<file path="src/rtl/gcht_pkg.sv">
`default_nettype none

package gcht_pkg;

	// fixed field widths
	localparam int TAG_W   = 32;
	localparam int COORD_W = 16;
	localparam int HEAD_W  = 16;

	// default table geometry
	localparam int BUCKETS_DEF   = 1291;
	localparam int MAX_NODES_DEF = 4096;

	// tag bits consumed per cycle by the bucket hash unit
	localparam int HASH_DIGIT_W = 8;

	typedef enum logic {
		OP_LOOKUP = 1'b0,
		OP_SET    = 1'b1
	} op_t;

	typedef struct packed {
		op_t                        opcode;
		logic signed [COORD_W-1:0]  cell_x;
		logic signed [COORD_W-1:0]  cell_y;
		logic        [HEAD_W-1:0]   list_head;
	} req_t;

	typedef struct packed {
		logic              found;
		logic [HEAD_W-1:0] head_out;
		logic              overflow;
	} rsp_t;

	// row in the upper half, column in the lower half
	function automatic logic [TAG_W-1:0] cell_tag(input req_t r);
		cell_tag = {r.cell_y, r.cell_x};
	endfunction

endpackage

`default_nettype wire

</file>
<file path="src/rtl/gcht_hash.sv">
`default_nettype none

module gcht_hash #(
	parameter int BUCKETS = gcht_pkg::BUCKETS_DEF
) (
	input  wire logic                       clk,
	input  wire logic                       arst_n,
	input  wire logic                       start,
	input  wire logic [gcht_pkg::TAG_W-1:0] tag,
	output logic                            done,
	output logic [$clog2(BUCKETS)-1:0]      rem
);
	import gcht_pkg::*;

	localparam int BW    = $clog2(BUCKETS);
	localparam int STEPS = TAG_W / HASH_DIGIT_W;
	localparam int CW    = (STEPS > 1) ? $clog2(STEPS) : 1;
	localparam logic [BW:0] DIV = (BW+1)'(BUCKETS);

	logic [TAG_W-1:0] tag_q;
	logic [BW-1:0]    rem_q;
	logic [BW-1:0]    rem_d;
	logic [CW-1:0]    cnt_q;
	logic             busy_q;
	logic             done_q;

	// restoring remainder, one digit of the tag per cycle
	always_comb begin
		logic [BW:0]   t;
		logic [BW-1:0] r;
		r = rem_q;
		t = '0;
		for (int i = 0; i < HASH_DIGIT_W; i++) begin
			t = {r, tag_q[TAG_W-1-i]};
			if (t >= DIV) begin
				t = t - DIV;
			end
			r = t[BW-1:0];
		end
		rem_d = r;
	end

	always_ff @(posedge clk or negedge arst_n) begin
		if (!arst_n) begin
			busy_q <= 1'b0;
			done_q <= 1'b0;
			cnt_q  <= '0;
		end else begin
			done_q <= 1'b0;
			if (start) begin
				busy_q <= 1'b1;
				cnt_q  <= '0;
			end else if (busy_q) begin
				cnt_q <= cnt_q + 1'b1;
				if (cnt_q == CW'(STEPS-1)) begin
					busy_q <= 1'b0;
					done_q <= 1'b1;
				end
			end
		end
	end

	always_ff @(posedge clk) begin
		if (start) begin
			tag_q <= tag;
			rem_q <= '0;
		end else if (busy_q) begin
			tag_q <= tag_q << HASH_DIGIT_W;
			rem_q <= rem_d;
		end
	end

	assign done = done_q;
	assign rem  = rem_q;

endmodule

`default_nettype wire

</file>
<file path="config.mk">
export PLATFORM = sky130hd
export DESIGN_NAME = gcht_hash
export DESIGN_NICKNAME = d
export VERILOG_FILES = /design/src/rtl/gcht_pkg.sv /design/src/rtl/gcht_hash.sv
export SDC_FILE = /design/constraint.sdc
export NUM_CORES = 1
export LEC_CHECK = 0
export BUFFER_PORTS_ARGS = -buffer_cell sky130_fd_sc_hd__buf_2
export CAP_MARGIN = 20
export CORE_AREA = 2 2 118 120
export CTS_BUF_LIST = sky130_fd_sc_hd__clkbuf_16
export DETAILED_ROUTE_END_ITERATION = 16
export DIE_AREA = 0 0 120 122
export PLACE_DENSITY = 0.63
export SETUP_SLACK_MARGIN = 0.15
export SLEW_MARGIN = 10
export SYNTH_ARGS = -nofsm -noshare
export SYNTH_HDL_FRONTEND = slang
export SYNTH_SLANG_ARGS = --single-unit
</file>
<file path="constraint.sdc">
create_clock -name clk -period 15.82 [get_ports clk]
set_clock_uncertainty 0.1 [all_clocks]
set_input_delay 3.164 -clock clk [delete_from_list [all_inputs] [get_ports clk]]
set_output_delay 3.164 -clock clk [all_outputs]
set_load 0.1 [all_outputs]
</file>
Yosys cells after proc, flatten, opt, wreduce, memory -nomap -nowiden --
Index checks and enable logic that the tools add are counted.
Storage, ports and cells: word-level logic and storage cells 42, bits of input ports 35, flip-flop bits (word level) 47
Cells by class: add/subtract/negate cells 9, reductions and logical operators 1, magnitude comparators 8, mux-type cells 18, equality and inequality tests 1
Operators with widths (count):
- greater-or-equal comparator 12 x 11 -> 1 bit, second input constant | 8
- two-way mux 11 bit | 8
- subtractor 11 bit, second input constant | 8
- two-way mux 32 bit | 2
- two-way mux 1 bit | 6
- two-way mux 2 bit | 2
- adder 2 x 1 -> 2 bit, second input constant | 1
- == test 2 bit, second input constant | 1
- nonzero test 2 bit | 1

Depth between registers and ports, before layout --
word-level depth 16, mapped depth 53

Worst setup path before layout --
OpenSTA, ideal clock, no wires.
kind reg2reg, from reg rem_q[0] (netlist: rem[0]), to reg rem_q[3] (netlist: rem[3]), library setup time 0.091 ns, cell stages (with the launch flop) 52, period minus slack after synthesis 11.832 ns, slack 3.988 ns, data arrival time 11.641 ns, path buffers 6, path through dfxtp_1 ha_1 clkbuf_1 o21ai_1 a21oi_1 o21ai_0 and2_1 clkbuf_1 ha_1 or4_1 nand3_4 a31oi_2 clkbuf_1 xnor2_1 ha_1 clkbuf_1 o21a_4 o2111ai_4 (+16 left out) a31o_2 o22a_1 o211ai_2 nand2_1 xor2_1 ha_1 inv_1 and3_4 o2111ai_1 nand2_1 xnor2_1 ha_1 inv_1 a311o_1 nand4bb_4 a31oi_4 or3_1 a311oi_1
Between the ends: word-level cells in the longest chain between the ends 16, elaborated cells between the ends (all ways) 24, classes of those cells add/sub: 8; order compare: 8; mux: 8
Ends and longest elaborated chain:
- start, declared | RTL line gcht_hash.sv:21 | logic [BW-1:0] rem_q;
- start signal, assigned | RTL line gcht_hash.sv:69 | rem_q <= rem_d;
- subtractor 11 bit / greater-or-equal comparator 12 x 11 -> 1 bit (equally long branches) | RTL line gcht_hash.sv:36, gcht_hash.sv:35
- two-way mux 11 bit * | RTL line gcht_hash.sv:35 | if (t >= DIV) begin
- subtractor 11 bit / greater-or-equal comparator 12 x 11 -> 1 bit (equally long branches) | RTL line gcht_hash.sv:36, gcht_hash.sv:35
- two-way mux 11 bit * | RTL line gcht_hash.sv:35
- subtractor 11 bit / greater-or-equal comparator 12 x 11 -> 1 bit (equally long branches) | RTL line gcht_hash.sv:36, gcht_hash.sv:35
- two-way mux 11 bit * | RTL line gcht_hash.sv:35
- subtractor 11 bit / greater-or-equal comparator 12 x 11 -> 1 bit (equally long branches) | RTL line gcht_hash.sv:36, gcht_hash.sv:35
- two-way mux 11 bit * | RTL line gcht_hash.sv:35
- subtractor 11 bit / greater-or-equal comparator 12 x 11 -> 1 bit (equally long branches) | RTL line gcht_hash.sv:36, gcht_hash.sv:35
- two-way mux 11 bit * | RTL line gcht_hash.sv:35
- subtractor 11 bit / greater-or-equal comparator 12 x 11 -> 1 bit (equally long branches) | RTL line gcht_hash.sv:36, gcht_hash.sv:35
- two-way mux 11 bit * | RTL line gcht_hash.sv:35
- greater-or-equal comparator 12 x 11 -> 1 bit / subtractor 11 bit (equally long branches) | RTL line gcht_hash.sv:35, gcht_hash.sv:36
- two-way mux 11 bit * | RTL line gcht_hash.sv:35
- subtractor 11 bit / greater-or-equal comparator 12 x 11 -> 1 bit (equally long branches) | RTL line gcht_hash.sv:36, gcht_hash.sv:35
- two-way mux 11 bit * | RTL line gcht_hash.sv:35
Every way passes the cells marked *; elsewhere a longest branch is shown, timed or not. A chain may end at the register's enable or synchronous reset.

Final worst setup path --
from reg tag_q[31], to reg rem_q[3] (netlist: rem[3])
Between the ends: word-level cells in the longest chain between the ends 16, elaborated cells between the ends (all ways) 24, classes of those cells add/sub: 8; order compare: 8; mux: 8
Ends and longest elaborated chain:
- start, declared | RTL line gcht_hash.sv:20 | logic [TAG_W-1:0] tag_q;
- start signal, assigned | RTL line gcht_hash.sv:65 | tag_q <= tag;
- start signal, assigned | RTL line gcht_hash.sv:68 | tag_q <= tag_q << HASH_DIGIT_W;
- subtractor 11 bit / greater-or-equal comparator 12 x 11 -> 1 bit (equally long branches) | RTL line gcht_hash.sv:36, gcht_hash.sv:35
- two-way mux 11 bit * | RTL line gcht_hash.sv:35
- subtractor 11 bit / greater-or-equal comparator 12 x 11 -> 1 bit (equally long branches) | RTL line gcht_hash.sv:36, gcht_hash.sv:35
- two-way mux 11 bit * | RTL line gcht_hash.sv:35
- subtractor 11 bit / greater-or-equal comparator 12 x 11 -> 1 bit (equally long branches) | RTL line gcht_hash.sv:36, gcht_hash.sv:35
- two-way mux 11 bit * | RTL line gcht_hash.sv:35
- subtractor 11 bit / greater-or-equal comparator 12 x 11 -> 1 bit (equally long branches) | RTL line gcht_hash.sv:36, gcht_hash.sv:35
- two-way mux 11 bit * | RTL line gcht_hash.sv:35
- subtractor 11 bit / greater-or-equal comparator 12 x 11 -> 1 bit (equally long branches) | RTL line gcht_hash.sv:36, gcht_hash.sv:35
- two-way mux 11 bit * | RTL line gcht_hash.sv:35
- subtractor 11 bit / greater-or-equal comparator 12 x 11 -> 1 bit (equally long branches) | RTL line gcht_hash.sv:36, gcht_hash.sv:35
- two-way mux 11 bit * | RTL line gcht_hash.sv:35
- greater-or-equal comparator 12 x 11 -> 1 bit / subtractor 11 bit (equally long branches) | RTL line gcht_hash.sv:35, gcht_hash.sv:36
- two-way mux 11 bit * | RTL line gcht_hash.sv:35
- subtractor 11 bit / greater-or-equal comparator 12 x 11 -> 1 bit (equally long branches) | RTL line gcht_hash.sv:36, gcht_hash.sv:35
- two-way mux 11 bit * | RTL line gcht_hash.sv:35
Marks and branches as above.

==> reports/metrics.cfg <==
[placement]
hpwlAfterDp_um=14000
port_buffers=46
gp_congestion=0.954

[clocking]
numCtsBuffers=5
path_clk_slew_ns=0.07
cts.sinks=47
postCtsHoldBufs=0
cts_tree=done
cts_root_buf=clkbuf_16
htreeDepth=2
cts_resized=0
cts_setup_buffers=0
clock_latency_ns=0.29
cts_buffer_depth=2

[global_routing]
grt_max_degree=44
grt.overflow.total=0
grtUsageTotal=0.248
grt_pass1_wl_um=29900
antenna_found_initial=0
grt_pass1_vias=5917

[run]
max-cap-violations=0

[min_path]
hold_depth=2
hold_start=cnt_q[1]
hold_class=reg2reg
hold_end=cnt_q[1]

[yosys]
synth_fa_ha_area_frac=0.0176
ys_seq_elements=47
synth_simple_gate_area_frac=0.241
syn_inst=764
synth_top_family_by_area=compound AO/OA/AOI/OAI gates
synth_compound_area_frac=0.359
synthArstFlopShare=0.0851
yosysUniqueCellTypes=107
synth_edf_count=32
syn_area_per_cell_um2=8.35
netlist_area_mm2=0.00638
synth_ff_type=edfxtp_1
synth-xor-area-share=0.0655
synthMuxAreaShare=0.0739
syn_nets=808
seq_area_frac_synth=0.201
yosysWarnings=0

[worst_setup_path]
cp_num_buf_inv=2
crit_family=compound AO/OA/AOI/OAI gates
cp.arrival_ns=12.91
worstReg2RegEnd=rem[3]
reg2reg_slack_ns=3.00
worstSetupPathType=reg2reg
slowest_delay_ns=0.61
critPathRequiredTime_ns=15.91
cp_max_fo=14
cpMostUsedCell=ha_1
critPathLaunchType=flip-flop
worstRegToRegCells=45
cpMaxStageDelayCell=or4_1
endpoint_kind=flip-flop
r2r-start=tag_q[31]

[die]
die_h_um=122
initial_core_util=0.473
core_area_mm2=0.0135
placementRows=43
ios=47
die_w_um=120
dieArea_mm2=0.0146

[sta]
finalCritPeriodShare=0.810
slew_violations=0
rsz0062_at_grt=no
finalHoldViolations=0
fmax_mhz=78.0
layout_min_cycle_time_ns=12.82
setup_viol=0
worstMarginPinSlew_ns=0.810
tns_ns=0
relSlewSlack=0.460

[finish]
final_util=0.505
drive_gt1_frac=0.180
nets=822
num_antenna_cells=0
syn_to_final_growth_pct=6.88

[routing]
ant_nets=0
via_count=6406
drt_iter0_drc=690
vias_per_cell=6.68
wl_per_cell_um=18.7
finalWirelength_um=17900
drtPass1Iterations=5
drc_errors=0

[outcome]
status=finished clean

-- Yosys cell counts, drive strengths merged (7+ instances only) --
cell	count	share of area
nor2	63	0.037
nand2	55	0.032
a21oi	42	0.034
o21ai	38	0.030
nand3	34	0.029
edfxtp	32	0.15
xnor2	29	0.046
mux2	28	0.050
clkbuf	26	0.015
o211ai	22	0.030
nor3	21	0.016
a211oi	20	0.027
and2	19	0.019
buf	16	0.018
inv	16	0.0094
mux2i	14	0.024
xor2	14	0.019
a31oi	13	0.018
o21a	12	0.015
o22ai	12	0.013
or2	12	0.012
or3	12	0.012
a21o	11	0.013
dfxtp	11	0.035
ha	9	0.018
a211o	8	0.011
and3	8	0.0086
nand4	8	0.0078
nor4	8	0.010
o22a	8	0.011
a21boi	7	0.0082
a22oi	7	0.0082
a311oi	7	0.012
o31ai	7	0.0098
or4	7	0.010
-- how the worst max path moves through the flow --
stage | slack [ns] | depth (start not counted) | endpoint | start
after floorplan | 3.99 | 51 | rem[3] | rem[0]
after global placement | 3.82 | 45 | rem[3] | tag_q[31]
after CTS | 3.17 | 45 | rem[3] | tag_q[31]
after global routing | 1.84 | 45 | rem[3] | tag_q[31]
final | 3.00 | 45 | rem[3] | tag_q[31]
after detailed placement | 3.32 | 45 | rem[3] | tag_q[31]
-- cells by family after synthesis --
logic type	Yosys count
XOR/XNOR	43
flip-flops	47
multiplexers	42
buffers and inverters	58
adder cells (fa/ha/maj)	9
AO/OA/AOI/OAI	283
AND/OR/NAND/NOR	282
-- layer usage --
layer | vias up | wire length [um] | share of wire | track usage
li1 | 3050 | - | - | -
met5 | - | 0 | 0 | 0
met4 | 0 | 432 | 0.024 | 0.0809
met2 | 264 | 8330 | 0.46 | 0.403
met1 | 3054 | 8010 | 0.45 | 0.343
met3 | 38 | 1170 | 0.065 | 0.0286
-- layout by cell type, fill, tap and decap left out, types with 18 or more instances in the layout --
cell type and count:
o211ai_1 18, nand2_1 55, buf_2 46, o21ai_0 26, edfxtp_1 32, nor2_1 62, nor3_1 21, a21oi_1 40
mux2_2 27, xnor2_1 25, nand3_1 32, and2_1 19
-- per-stage QoR --
step                instances  cell area, um^2  worst slack [ns]  hold WS (ns)
floorplan                 764             6380              3.99         0.390
global placement          951             6650              3.82         0.407
detailed placement        951             6650              3.32         0.423
CTS                       959             6820              3.17         0.439
global route              959             6820              1.84         0.468
finish                    959             6820              3.00         0.433
-- final cells by class --
class / count / area [um^2]
well taps: 180 / 225
clock buffers: 5 / 125
flip-flops and latches: 47 / 1280
repair buffers: 49 / 253
clock inverters: 3 / 46.3
multi-input cells: 659 / 4830
inverters: 16 / 60.1
fillers: 1290 / 6680
-- worst min-delay path: stages, from the launching register on --
cell,delay (ns)
dfrtp_1,0.35
mux2i_1,0.07
nor2_1,0.08
-- registers in the layout (all words and copies together), names as in the netlist --
name and flops:
cnt_q 2, done 1, tag_q 32, rem 11, busy_q 1
Power is not shown: default switching activity piles up to over one toggle a cycle in this logic, so the estimate is an artifact.
